<file path="config.mk">
export PLATFORM = sky130hd
export DESIGN_NAME = pat_section_program_table
export DESIGN_NICKNAME = d
export VERILOG_FILES = /design/src/pat_pkg.sv /design/src/pat_front.sv /design/src/pat_queue.sv /design/src/pat_back.sv /design/src/pat_section_program_table.sv
export SDC_FILE = /design/constraint.sdc
export NUM_CORES = 2
export LEC_CHECK = 0
export ABC_AREA = 0
export BUFFER_PORTS_ARGS = -buffer_cell sky130_fd_sc_hd__buf_4
export CORE_MARGIN = 2
export CORE_UTILIZATION = 45
export DETAILED_ROUTE_END_ITERATION = 10
export PLACE_DENSITY_LB_ADDON = 0.08
export SKIP_CTS_REPAIR_TIMING = 1
export SLEW_MARGIN = 10
export SYNTH_ARGS = -nofsm -noshare
export SYNTH_HDL_FRONTEND = slang
export SYNTH_SLANG_ARGS = --single-unit
</file>
<file path="constraint.sdc">
create_clock -name clock -period 8.08 [get_ports clock]
set_input_delay 0 -clock clock [delete_from_list [all_inputs] [get_ports clock]]
set_output_delay 0 -clock clock [all_outputs]
set_load 0.01 [all_outputs]
</file>
<file path="src/pat_pkg.sv">
// Shared types and constants for the PAT section parser.
package pat_pkg;

   // Default table sizes
   localparam int CHANNEL_DEPTH_DEF = 32;
   localparam int PMT_DEPTH_DEF     = 16;

   // Queue between parser and table unit
   localparam int QUEUE_DEPTH = 4;
   localparam int QPTR_W      = $clog2(QUEUE_DEPTH);
   localparam int QCNT_W      = $clog2(QUEUE_DEPTH + 1);

   // Item kinds
   localparam logic KIND_BYTE  = 1'b0;
   localparam logic KIND_CLEAR = 1'b1;

   // Byte positions within a section
   localparam int          POS_W       = 12;
   localparam logic [11:0] POS_NONE    = 12'd0;
   localparam logic [11:0] POS_LEN_HI  = 12'd1;
   localparam logic [11:0] POS_LEN_LO  = 12'd2;
   localparam logic [11:0] POS_TSID_HI = 12'd3;
   localparam logic [11:0] POS_TSID_LO = 12'd4;
   localparam logic [11:0] POS_ENTRY   = 12'd8;
   localparam logic [11:0] POS_MAX     = 12'd4095;

   // Section length bytes that precede and follow the program loop
   localparam logic [11:0] LEN_OVERHEAD = 12'd9;

   // PID limits
   localparam logic [12:0] PID_MIN     = 13'h0010;
   localparam logic [12:0] PID_LIMIT   = 13'h1fff;
   localparam logic [12:0] PMT_PID_MIN = 13'h0012;

   // Entry byte within a program entry holding the PID low byte
   localparam logic [1:0] ENTRY_LAST_BYTE = 2'd3;

   typedef struct packed {
      logic       kind;
      logic [7:0] section_byte;
      logic       section_start;
   } req_type;

   typedef struct packed {
      logic [15:0] transport_id;
      logic [15:0] program_number;
      logic [12:0] pmt_pid;
      logic        new_channel;
      logic        new_pmt;
      logic        table_full;
      logic        invalid_pid;
      logic        last_entry;
   } rsp_type;

   // One unit of work for the table unit
   typedef struct packed {
      logic        clear;
      logic [15:0] transport_id;
      logic [15:0] program_number;
      logic [12:0] pmt_pid;
      logic        invalid_pid;
      logic        last_entry;
   } work_type;

endpackage

</file>
<file path="src/pat_front.sv">
// Section byte parser: tracks position, length and tsid and emits program entries.
module pat_front (
   input  logic              clock,
   input  logic              reset,
   input  logic              req_valid,
   output logic              req_stall,
   input  pat_pkg::req_type  req_data,
   input  logic              q_full,
   output logic              push,
   output pat_pkg::work_type push_data
);
   import pat_pkg::*;

   logic [POS_W-1:0] pos_ff, pos_in;
   logic [11:0]      len_ff, len_in;
   logic [15:0]      tsid_ff, tsid_in;
   logic             skip_ff, skip_in;
   logic [23:0]      entry_ff, entry_in;

   logic             accept;
   logic [POS_W-1:0] pos_next;
   logic [11:0]      pos_off;
   logic [11:0]      len_off;
   logic [9:0]       entries;
   logic [9:0]       idx;
   logic [1:0]       kbyte;
   logic [12:0]      pid;
   logic             bad;
   logic             last;

   // Stall only when the queue has no room
   assign req_stall = q_full;
   assign accept    = req_valid && !req_stall;

   // Entry bookkeeping
   assign pos_next = (pos_ff == POS_MAX) ? pos_ff : pos_ff + 12'd1;
   assign pos_off  = pos_ff - POS_ENTRY;
   assign len_off  = len_ff - LEN_OVERHEAD;
   assign entries  = (len_ff >= LEN_OVERHEAD) ? len_off[11:2] : 10'd0;
   assign idx      = pos_off[11:2];
   assign kbyte    = pos_off[1:0];
   assign pid      = {entry_ff[4:0], req_data.section_byte};
   assign bad      = (pid < PID_MIN) || (pid >= PID_LIMIT);
   assign last     = ({1'b0, idx} + 11'd1) == {1'b0, entries};

   // Parse one byte
   always_comb begin
      pos_in   = pos_ff;
      len_in   = len_ff;
      tsid_in  = tsid_ff;
      skip_in  = skip_ff;
      entry_in = entry_ff;
      push     = 1'b0;
      push_data.clear          = 1'b0;
      push_data.transport_id   = tsid_ff;
      push_data.program_number = entry_ff[23:8];
      push_data.pmt_pid        = pid;
      push_data.invalid_pid    = bad;
      push_data.last_entry     = last;
      if (accept) begin
         if (req_data.kind == KIND_CLEAR) begin
            push            = 1'b1;
            push_data.clear = 1'b1;
         end else if (req_data.section_start) begin
            pos_in   = POS_LEN_HI;
            len_in   = 12'd0;
            tsid_in  = 16'd0;
            entry_in = 24'd0;
            skip_in  = (req_data.section_byte != 8'd0);
         end else if (!skip_ff) begin
            case (pos_ff)
               POS_LEN_HI: begin
                  len_in = {req_data.section_byte[3:0], 8'd0};
                  pos_in = pos_next;
               end
               POS_LEN_LO: begin
                  len_in = {len_ff[11:8], req_data.section_byte};
                  pos_in = pos_next;
               end
               POS_TSID_HI: begin
                  tsid_in = {req_data.section_byte, 8'd0};
                  pos_in  = pos_next;
               end
               POS_TSID_LO: begin
                  tsid_in = {tsid_ff[15:8], req_data.section_byte};
                  pos_in  = pos_next;
               end
               default: begin
                  if (pos_ff < POS_ENTRY) begin
                     // reserved header bytes; an unset position drops the section
                     if (pos_ff == POS_NONE) begin
                        skip_in = 1'b1;
                     end else begin
                        pos_in = pos_next;
                     end
                  end else if (idx >= entries) begin
                     skip_in = 1'b1;
                  end else if (kbyte != ENTRY_LAST_BYTE) begin
                     entry_in = (kbyte == 2'd0) ? {16'd0, req_data.section_byte}
                                                : {entry_ff[15:0], req_data.section_byte};
                     pos_in   = pos_next;
                  end else begin
                     push   = 1'b1;
                     pos_in = pos_next;
                     if (bad || last) begin
                        skip_in = 1'b1;
                     end
                  end
               end
            endcase
         end
      end
   end

   always_ff @(posedge clock) begin
      if (reset) begin
         pos_ff   <= POS_NONE;
         len_ff   <= 12'd0;
         tsid_ff  <= 16'd0;
         skip_ff  <= 1'b1;
         entry_ff <= 24'd0;
      end else begin
         pos_ff   <= pos_in;
         len_ff   <= len_in;
         tsid_ff  <= tsid_in;
         skip_ff  <= skip_in;
         entry_ff <= entry_in;
      end
   end

endmodule

</file>
<file path="src/pat_queue.sv">
// Short work queue between the parser and the table unit.
module pat_queue (
   input  logic              clock,
   input  logic              reset,
   input  logic              push,
   input  pat_pkg::work_type push_data,
   output logic              full,
   output logic              head_valid,
   output pat_pkg::work_type head_data,
   input  logic              pop
);
   import pat_pkg::*;

   work_type          slot_ff [QUEUE_DEPTH];
   logic [QPTR_W-1:0] wr_ff, wr_in;
   logic [QPTR_W-1:0] rd_ff, rd_in;
   logic [QCNT_W-1:0] cnt_ff, cnt_in;
   logic              do_pop;

   assign full       = (cnt_ff == QCNT_W'(QUEUE_DEPTH));
   assign head_valid = (cnt_ff != '0);
   assign head_data  = slot_ff[rd_ff];
   assign do_pop     = pop && head_valid;

   // Advance pointers and fill level
   always_comb begin
      wr_in  = push ? wr_ff + 1'b1 : wr_ff;
      rd_in  = do_pop ? rd_ff + 1'b1 : rd_ff;
      cnt_in = cnt_ff;
      if (push && !do_pop) begin
         cnt_in = cnt_ff + 1'b1;
      end else if (!push && do_pop) begin
         cnt_in = cnt_ff - 1'b1;
      end
   end

   always_ff @(posedge clock) begin
      if (reset) begin
         wr_ff  <= '0;
         rd_ff  <= '0;
         cnt_ff <= '0;
      end else begin
         wr_ff  <= wr_in;
         rd_ff  <= rd_in;
         cnt_ff <= cnt_in;
      end
   end

   // Store the pushed beat
   always_ff @(posedge clock) begin
      if (push) begin
         slot_ff[wr_ff] <= push_data;
      end
   end

endmodule

</file>
<file path="src/pat_back.sv">
// Table unit: channel and PMT PID lookup and insert, result output register.
module pat_back #(
   parameter int CHANNEL_DEPTH = pat_pkg::CHANNEL_DEPTH_DEF,
   parameter int PMT_DEPTH     = pat_pkg::PMT_DEPTH_DEF
) (
   input  logic              clock,
   input  logic              reset,
   input  logic              head_valid,
   input  pat_pkg::work_type head_data,
   output logic              pop,
   output logic              rsp_valid,
   input  logic              rsp_stall,
   output pat_pkg::rsp_type  rsp_data
);
   import pat_pkg::*;

   localparam int CH_CNT_W = $clog2(CHANNEL_DEPTH + 1);
   localparam int PM_CNT_W = $clog2(PMT_DEPTH + 1);

   logic [31:0]         ch_table_ff [CHANNEL_DEPTH];
   logic [12:0]         pm_table_ff [PMT_DEPTH];
   logic [CH_CNT_W-1:0] ch_count_ff, ch_count_in;
   logic [PM_CNT_W-1:0] pm_count_ff, pm_count_in;
   logic                rsp_valid_ff, rsp_valid_in;
   rsp_type             rsp_data_ff, rsp_data_in;

   logic [31:0] key;
   logic        ch_hit;
   logic        pm_hit;
   logic        ch_room;
   logic        pm_room;
   logic        pid_keep;
   logic        ch_add;
   logic        pm_add;
   logic        full;
   logic        work;

   assign key      = {head_data.transport_id, head_data.program_number};
   assign ch_room  = (ch_count_ff != CH_CNT_W'(CHANNEL_DEPTH));
   assign pm_room  = (pm_count_ff != PM_CNT_W'(PMT_DEPTH));
   assign pid_keep = (head_data.pmt_pid > PMT_PID_MIN);

   // Compare against every filled entry at once
   always_comb begin
      ch_hit = 1'b0;
      for (int i = 0; i < CHANNEL_DEPTH; i++) begin
         if ((CH_CNT_W'(i) < ch_count_ff) && (ch_table_ff[i] == key)) begin
            ch_hit = 1'b1;
         end
      end
      pm_hit = 1'b0;
      for (int i = 0; i < PMT_DEPTH; i++) begin
         if ((PM_CNT_W'(i) < pm_count_ff) && (pm_table_ff[i] == head_data.pmt_pid)) begin
            pm_hit = 1'b1;
         end
      end
   end

   // Decide adds; an invalid PID touches nothing
   assign ch_add = !head_data.invalid_pid && !ch_hit && ch_room;
   assign pm_add = !head_data.invalid_pid && !pm_hit && pid_keep && pm_room;
   assign full   = !head_data.invalid_pid &&
                   ((!ch_hit && !ch_room) || (!pm_hit && pid_keep && !pm_room));

   // Take a clear at once, an entry only when the output register frees up
   assign pop  = head_valid && (head_data.clear || !rsp_valid_ff || !rsp_stall);
   assign work = pop && !head_data.clear;

   always_comb begin
      ch_count_in = ch_count_ff;
      pm_count_in = pm_count_ff;
      if (pop && head_data.clear) begin
         ch_count_in = '0;
         pm_count_in = '0;
      end else if (work) begin
         if (ch_add) begin
            ch_count_in = ch_count_ff + 1'b1;
         end
         if (pm_add) begin
            pm_count_in = pm_count_ff + 1'b1;
         end
      end
   end

   // Hold the result while stalled, load a new one when taken
   assign rsp_valid_in = work || (rsp_valid_ff && rsp_stall);

   always_comb begin
      rsp_data_in = rsp_data_ff;
      if (work) begin
         rsp_data_in.transport_id   = head_data.transport_id;
         rsp_data_in.program_number = head_data.program_number;
         rsp_data_in.pmt_pid        = head_data.pmt_pid;
         rsp_data_in.new_channel    = ch_add;
         rsp_data_in.new_pmt        = pm_add;
         rsp_data_in.table_full     = full;
         rsp_data_in.invalid_pid    = head_data.invalid_pid;
         rsp_data_in.last_entry     = head_data.last_entry;
      end
   end

   always_ff @(posedge clock) begin
      if (reset) begin
         ch_count_ff  <= '0;
         pm_count_ff  <= '0;
         rsp_valid_ff <= 1'b0;
      end else begin
         ch_count_ff  <= ch_count_in;
         pm_count_ff  <= pm_count_in;
         rsp_valid_ff <= rsp_valid_in;
      end
   end

   // Append new entries at the fill count
   always_ff @(posedge clock) begin
      rsp_data_ff <= rsp_data_in;
      for (int i = 0; i < CHANNEL_DEPTH; i++) begin
         if (work && ch_add && (ch_count_ff == CH_CNT_W'(i))) begin
            ch_table_ff[i] <= key;
         end
      end
      for (int i = 0; i < PMT_DEPTH; i++) begin
         if (work && pm_add && (pm_count_ff == PM_CNT_W'(i))) begin
            pm_table_ff[i] <= head_data.pmt_pid;
         end
      end
   end

   assign rsp_valid = rsp_valid_ff;
   assign rsp_data  = rsp_data_ff;

endmodule

</file>
<file path="src/pat_section_program_table.sv">
// Top level of the PAT section parser.
//
// The req channel carries one beat per section byte (kind = byte) or a table
// clear command (kind = clear). Bytes start at the table identifier byte,
// flagged by section_start; sections whose table identifier is not 0 are
// dropped. Each complete four-byte program entry gives one rsp beat with the
// tsid, program number, PMT PID and the channel/PMT table flags.
// One req beat is taken per cycle while req_stall is low. The rsp beat for
// an entry is registered: the edge that accepts its last byte writes the
// entry into the work queue, and the output register is then loaded from
// the table unit, which looks up and inserts one entry per cycle when the
// register is free, comparing against all table entries in parallel.
// A four-entry work queue separates parser and table unit. When rsp_stall is
// high the output register holds its beat, the queue fills, and req_stall
// rises once the queue is full.
// Reset empties both tables (fill counts to zero), clears the output and
// the queue, and leaves the parser ignoring bytes until a section start.
module pat_section_program_table #(
   parameter int CHANNEL_DEPTH = pat_pkg::CHANNEL_DEPTH_DEF,
   parameter int PMT_DEPTH     = pat_pkg::PMT_DEPTH_DEF
) (
   input  logic             clock,
   input  logic             reset,
   input  logic             req_valid,
   output logic             req_stall,
   input  pat_pkg::req_type req_data,
   output logic             rsp_valid,
   input  logic             rsp_stall,
   output pat_pkg::rsp_type rsp_data
);
   import pat_pkg::*;

   logic     push;
   work_type push_data;
   logic     q_full;
   logic     head_valid;
   work_type head_data;
   logic     pop;

   pat_front u_front (
      .clock     (clock),
      .reset     (reset),
      .req_valid (req_valid),
      .req_stall (req_stall),
      .req_data  (req_data),
      .q_full    (q_full),
      .push      (push),
      .push_data (push_data)
   );

   pat_queue u_queue (
      .clock      (clock),
      .reset      (reset),
      .push       (push),
      .push_data  (push_data),
      .full       (q_full),
      .head_valid (head_valid),
      .head_data  (head_data),
      .pop        (pop)
   );

   pat_back #(
      .CHANNEL_DEPTH (CHANNEL_DEPTH),
      .PMT_DEPTH     (PMT_DEPTH)
   ) u_back (
      .clock      (clock),
      .reset      (reset),
      .head_valid (head_valid),
      .head_data  (head_data),
      .pop        (pop),
      .rsp_valid  (rsp_valid),
      .rsp_stall  (rsp_stall),
      .rsp_data   (rsp_data)
   );

endmodule
</file>
Yosys cells after proc, flatten, opt, wreduce, memory -nomap -nowiden
Memory sizes are Yosys's and may differ from the RTL's. A register that Yosys moved wholly into a read port is not among the register bits.
Index checks and enable logic that the tools add are counted.

operators by class
  reductions and logical operators = 201
  add/subtract/negate cells = 10
  bitwise operators = 1
  muxes and demuxes = 327
  order comparisons = 54
  equality and inequality tests = 112

operators by type and width
  kind                                                        number
  equality test 32 bit                                        32
  two-way mux 32 bit                                          31
  OR reduction 32 bit                                         31
  two-way mux 1 bit                                           210
  equality test 13 bit                                        16
  two-way mux 13 bit                                          15
  OR reduction 13 bit                                         15
  two-way mux 24 bit                                          7
  two-way mux 5 bit                                           31
  logical AND 1 bit                                           115
  two-way mux 12 bit                                          9
  equality test 6 x 5 -> 1 bit (second input constant)        16
  less-than comparator 5 x 6 -> 1 bit (first input constant)  16
  two-way mux 4 bit                                           15
  equality test 6 x 4 -> 1 bit (second input constant)        8
  less-than comparator 4 x 6 -> 1 bit (first input constant)  8
  equality test 5 x 4 -> 1 bit (second input constant)        8
  less-than comparator 4 x 5 -> 1 bit (first input constant)  8
  two-way mux 16 bit                                          2
  case mux 16 bit (2 select lines)                            1
  equality test 12 x 2 -> 1 bit (second input constant)       2
  equality test 6 x 3 -> 1 bit (second input constant)        4
  less-than comparator 3 x 6 -> 1 bit (first input constant)  4
  case mux 12 bit (2 select lines)                            1
  other kinds (54)                                            100

storage, ports and cells
  bits in registers = 134
  output and inout bits = 52
  memories = 3
  bits of input ports = 14
  bits in writable memories = 1424

memory list
  name                words  width  read ports  clocked after memory_dff  wr ports  RTL line         source
  u_back.ch_table_ff  32     32     32          0                         1         pat_back.sv:20   logic [31:0] ch_table_ff [CHANNEL_DEPTH];
  u_back.pm_table_ff  16     13     16          0                         1         pat_back.sv:21   logic [12:0] pm_table_ff [PMT_DEPTH];
  u_queue.slot_ff     4      48     1           1                         1         pat_queue.sv:14  work_type slot_ff [QUEUE_DEPTH];

Logic depth before layout (Yosys ltp)
  word-level depth = 73
  mapped depth = 20

Hierarchy
From an unflattened synthesis, not the netlist that was laid out.

unflattened totals
  cell total of the unflattened synthesis = 4186
  area total of the unflattened synthesis = 66495.0 sq um

by module, submodules not included
  module     cells an instance  sequential area each (sq um)  instances  area an instance (sq um)
  pat_back   3349               38737.2                       1          54890.1
  pat_queue  294                5945.7                        1          7357.1
  pat_front  543                1301.2                        1          4247.8

Worst setup path after synthesis
Ideal clock, no wire load.

  path kind = flip-flop to flip-flop
  start = reg with a tool-made name
  end = mem u_back.ch_table_ff[2][0], in the netlist u_back.ch_table_ff[0][64], enable pin
  path slack = 0.340 ns
  data required time = 7.578 ns
  cell stages (with the launch flop) = 14
  arrival = 7.239 ns
  path through = dfxtp_1 -> buf_4 -> buf_4 -> buf_2 -> buf_2 -> buf_4 -> buf_2 -> buf_2 -> mux4_2 -> or2_2 -> inv_1 -> nand2_1 -> clkbuf_1 -> nor4_1

RTL lines
  item       RTL line
  to (decl)  pat_back.sv:20

==> flow_summary.rst <==
.. list-table::
   :header-rows: 1

   * - Metric
     - Value
   * - Run status
     - completed
   * - Post-DRT Antenna Nets
     - 0
   * - Mapped Nets
     - around 4500
   * - Share of synthesized area occupied by flip-flops and latches
     - between 60% and 70%
   * - Worst hold path startpoint
     - req_data[6]
   * - H-tree depth
     - 4
   * - Count of boundary I/O pins
     - 66
   * - Starting utilization of the core area
     - a little under half
   * - GRT Residual Overflow
     - 0
   * - Leading area contributor after synthesis
     - sky130_fd_sc_hd__edfxtp_1
   * - Required time of the critical path
     - 8.53 ns
   * - Clock root buffer master
     - sky130_fd_sc_hd__clkbuf_16
   * - Layout overhead on the synthesized area
     - 13.2%
   * - Clock insertion delay at the later pin of the skew report
     - 0.82 ns
   * - Sort of element at the end of the critical path
     - flop
   * - Largest net degree at the start of global routing
     - 64
   * - Number of nets at the end of the flow
     - between 4000 and 5000
   * - DR DRC count
     - 0
   * - TritonCTS clock tree
     - built
   * - Die area
     - 0.153 mm^2
   * - Power density over cell area
     - 334 mW/mm^2
   * - Number of synthesis warnings
     - 0
   * - Capturing element of the worst setup path
     - u_back.ch_table_ff[0][237]$_DFFE_PP_
   * - Cell Rows
     - about 140
   * - Register-to-Register Setup Slack
     - 1.40 ns
   * - Area of the placeable core
     - roughly 0.15 mm^2
   * - Post-Syn Area
     - ~0.068 mm^2
   * - Number of library cell types mapped by synthesis
     - 81
   * - Hold violation count in the final report
     - 0
   * - Vias in the first global route
     - 37700
   * - Vias/cell
     - 5.69
   * - Number of instances in the placed design
     - 6493
   * - Worst-case headroom to the max-slew limit
     - 10.3%
   * - Number of synthesized flops with an enable pin
     - between 1000 and 1500
   * - Post-Layout Cell Count
     - 6813
   * - Async set-or-reset flop fraction in the synthesized netlist
     - 0%
   * - Mean post-synth cell area
     - ~15 um^2
   * - Worst-path fanout max
     - 44
   * - Number of max-cap violations
     - 0
   * - Top library cells by usage in the layout, fill and taps aside
     - sky130_fd_sc_hd__edfxtp_1 (1474), sky130_fd_sc_hd__xnor2_1 (674), sky130_fd_sc_hd__xor2_1 (534)
   * - TritonCTS buffer count
     - 169
   * - Highest achievable clock rate
     - ~150 MHz
   * - Clock slew seen by the registers of the worst setup and hold paths
     - 0.06 ns
   * - Crit path launch type
     - flop
   * - Path category of the worst min-delay check
     - in -> reg
   * - Post-synth top area share
     - approximately two thirds
   * - Sink Count
     - 1560
   * - Port Buffers
     - 65
   * - Clock Skews
     - around 0.028 ns
   * - Filler Cell Count
     - roughly 13000
   * - First-pass GRT wire length
     - 274000 um
   * - Count of endpoints failing setup in the final report
     - 0
   * - Global-route usage over all layers
     - 24.8%
   * - Layout cell share with drive strength beyond 1
     - 12.5%
   * - Via total after detailed routing
     - approximately 39000
   * - Routed wire length
     - 190000 um
   * - Top post-synthesis cells by area
     - sky130_fd_sc_hd__edfxtp_1 (65%), sky130_fd_sc_hd__xnor2_1 (8.7%), sky130_fd_sc_hd__xor2_1 (6.9%)
   * - Initial antenna violation count
     - 8
   * - Lkg Pwr
     - 0.0243 uW
   * - Height of the chip
     - 392 um
   * - Routed wire per std cell
     - 27.8 um
   * - Data arrival time of the worst path
     - 7.12 ns
   * - Flip-flop and latch count after synthesis
     - 1560
   * - Most common cell after layout, fill and taps aside
     - sky130_fd_sc_hd__edfxtp_1
   * - Routability congestion estimate
     - 0.929
   * - Starting DRC count in detailed routing
     - 4033
   * - Detailed Routing Iterations Pass 1
     - 8
   * - Type of the setup path with the least slack
     - reg -> reg
   * - Die X-Extent
     - 392 um
   * - Placed wire-length estimate after detailed placement
     - 116000 um
   * - Buffers from clock root to sink, at most
     - 3
   * - Gate Count Post-Synth
     - roughly 4400
   * - RR Endpoint
     - u_back.ch_table_ff[0][237]$_DFFE_PP_
   * - Transition time of the tightest slew-check pin
     - 1.31 ns
   * - Final Max Slew Viols
     - 0
   * - Worst-case reg-to-reg path depth
     - 14
   * - Clock period minus worst slack
     - between 6 and 7 ns
   * - Unrepaired setup endpoints after global routing
     - no
   * - Max IR drop VDD
     - 0.000252 V
   * - Post-route fraction of the period consumed by the critical path
     - just over 80%
   * - Synth Flop Type
     - sky130_fd_sc_hd__edfxtp_1
   * - Post-route setup TNS
     - 0 ns
[worst min-delay path by stage]
stage | to | slack, ns | cells after the start
after detailed placement | u_queue.slot_ff[1][7]$_DFFE_PP_ | 0.31 | 1
after floorplan | u_queue.slot_ff[0][2]$_DFFE_PP_ | 0.1 | 0
final | u_queue.slot_ff[2][7]$_DFFE_PP_ | 0.05 | 2
after CTS | u_queue.slot_ff[1][7]$_DFFE_PP_ | -0.56 | 1
after global routing | u_queue.slot_ff[2][9]$_DFFE_PP_ | 0.04 | 2
after global placement | u_queue.slot_ff[3][7]$_DFFE_PP_ | 0.31 | 1
[critical path: stages (launching register included)]
cell and delay [ns]:
sky130_fd_sc_hd__dfxtp_4 0.84, sky130_fd_sc_hd__mux2i_1 0.84, sky130_fd_sc_hd__mux2_2 0.40, sky130_fd_sc_hd__clkinv_2 0.12
sky130_fd_sc_hd__buf_4 0.28, sky130_fd_sc_hd__buf_4 0.36, sky130_fd_sc_hd__xnor2_1 0.21, sky130_fd_sc_hd__nand4_1 0.15
sky130_fd_sc_hd__nor4_1 0.12, sky130_fd_sc_hd__a41oi_1 0.43, sky130_fd_sc_hd__nor4bb_1 0.87, sky130_fd_sc_hd__and3_1 0.35
sky130_fd_sc_hd__nand3_2 0.41, sky130_fd_sc_hd__nor4b_2 0.39, sky130_fd_sc_hd__buf_4 0.44
[power by group]
| group | leakage, uW | total (uW) | internal [uW] | switching [uW] |
|---|---|---|---|---|
| Clock | 0.00264 | 7560 | 4380 | 3180 |
| Combinational | 0.00752 | 7810 | 2380 | 5430 |
| Sequential | 0.0141 | 10200 | 10000 | 190 |
[kinds of logic (layout without fill, tap and decap cells)]
family | Yosys count | after routing | share of synthesized area [%]
AND/OR/NAND/NOR | 843 | 843 | 6.84
XOR/XNOR | 1208 | 1208 | 15.6
flip-flops | 1560 | 1560 | 68.0
other | 0 | 1 | 0
multiplexers | 119 | 119 | 2.52
adder cells (fa/ha/maj) | 32 | 32 | 0.603
AO/OA/AOI/OAI | 414 | 414 | 4.25
buffers and inverters | 256 | 620 | 2.14
[Yosys cell counts, types with 12 or more instances]
library cell,n
sky130_fd_sc_hd__xor2_1,534
sky130_fd_sc_hd__edfxtp_1,1474
sky130_fd_sc_hd__o221ai_1,14
sky130_fd_sc_hd__or4_1,12
sky130_fd_sc_hd__o211ai_1,18
sky130_fd_sc_hd__and3_1,18
sky130_fd_sc_hd__a31oi_1,22
sky130_fd_sc_hd__o22ai_1,35
sky130_fd_sc_hd__xnor2_1,674
sky130_fd_sc_hd__nor4_1,167
sky130_fd_sc_hd__a21oi_1,79
sky130_fd_sc_hd__mux2i_1,65
sky130_fd_sc_hd__inv_1,43
sky130_fd_sc_hd__o21ai_0,53
sky130_fd_sc_hd__a22o_1,12
sky130_fd_sc_hd__and2_1,17
sky130_fd_sc_hd__a221oi_1,14
sky130_fd_sc_hd__buf_6,13
sky130_fd_sc_hd__nand2b_1,17
sky130_fd_sc_hd__ha_1,31
sky130_fd_sc_hd__clkbuf_1,51
sky130_fd_sc_hd__nand2_1,84
sky130_fd_sc_hd__buf_2,58
sky130_fd_sc_hd__a2111oi_0,16
sky130_fd_sc_hd__buf_4,73
sky130_fd_sc_hd__or3_1,15
sky130_fd_sc_hd__nand4_1,175
sky130_fd_sc_hd__nor3_1,93
sky130_fd_sc_hd__mux4_2,37
sky130_fd_sc_hd__nor2_1,131
sky130_fd_sc_hd__nand3_1,64
sky130_fd_sc_hd__dfxtp_1,86
sky130_fd_sc_hd__nor2b_1,16
sky130_fd_sc_hd__a22oi_1,50
sky130_fd_sc_hd__a211oi_1,14
[layout make-up]
cell class / count / area (um^2) / area share (%)
Sequential cell: 1560 / 46000 / 60.1
Multi-Input combinational cell: 2616 / 20400 / 26.6
Clock buffer: 212 / 4570 / 5.97
Tap cell: 2016 / 2520 / 3.30
Timing Repair Buffer: 260 / 2060 / 2.69
Clock inverter: 93 / 808 / 1.06
Inverter: 55 / 226 / 0.296
Antenna cell: 1 / 2.50 / 0.00327
[state kept, by name, summed over array words and instances, names as in the netlist, named ones only]
name                count
u_back.pm_table_ff    208
u_front.tsid_ff        16
u_queue.rd_ff           2
u_front.entry_ff       24
u_front.len_ff         12
u_queue.cnt_ff          3
u_back.rsp_valid        1
u_back.ch_table_ff   1024
u_front.skip_ff         1
u_back.rsp_data        50
u_queue.wr_ff           2
u_back.pm_count_ff      5
u_back.ch_count_ff      6
u_front.pos_ff         12
u_queue.slot_ff       192
[metal layers]
layer / vias up / GRT usage (%) / part of all wire, %
met5: - / 0 / 0
met4: 0 / 8.33 / 3.2
met3: 349 / 4.12 / 6.3
met2: 1380 / 37.5 / 45
met1: 19900 / 36.3 / 46
li1: 17200 / - / -
[per-stage QoR]
stage | power [uW] | util, % | worst slack (ns) | cell area [um^2] | hold WS (ns)
2_1_floorplan | 15000 | - | 0.340 | 67600 | 0.0989
3_3_place_gp | 18200 | 47.5 | 1.48 | 71000 | 0.311
3_5_place_dp | 18200 | 47.5 | 1.43 | 71000 | 0.311
4_1_cts | 25800 | 51.1 | 1.39 | 76400 | -0.557
5_1_grt | 26600 | 51.2 | 1.17 | 76500 | 0.0405
6_report | 25600 | 51.2 | 1.40 | 76500 | 0.0506
No activity file was read; power rests on OpenSTA's default activity.
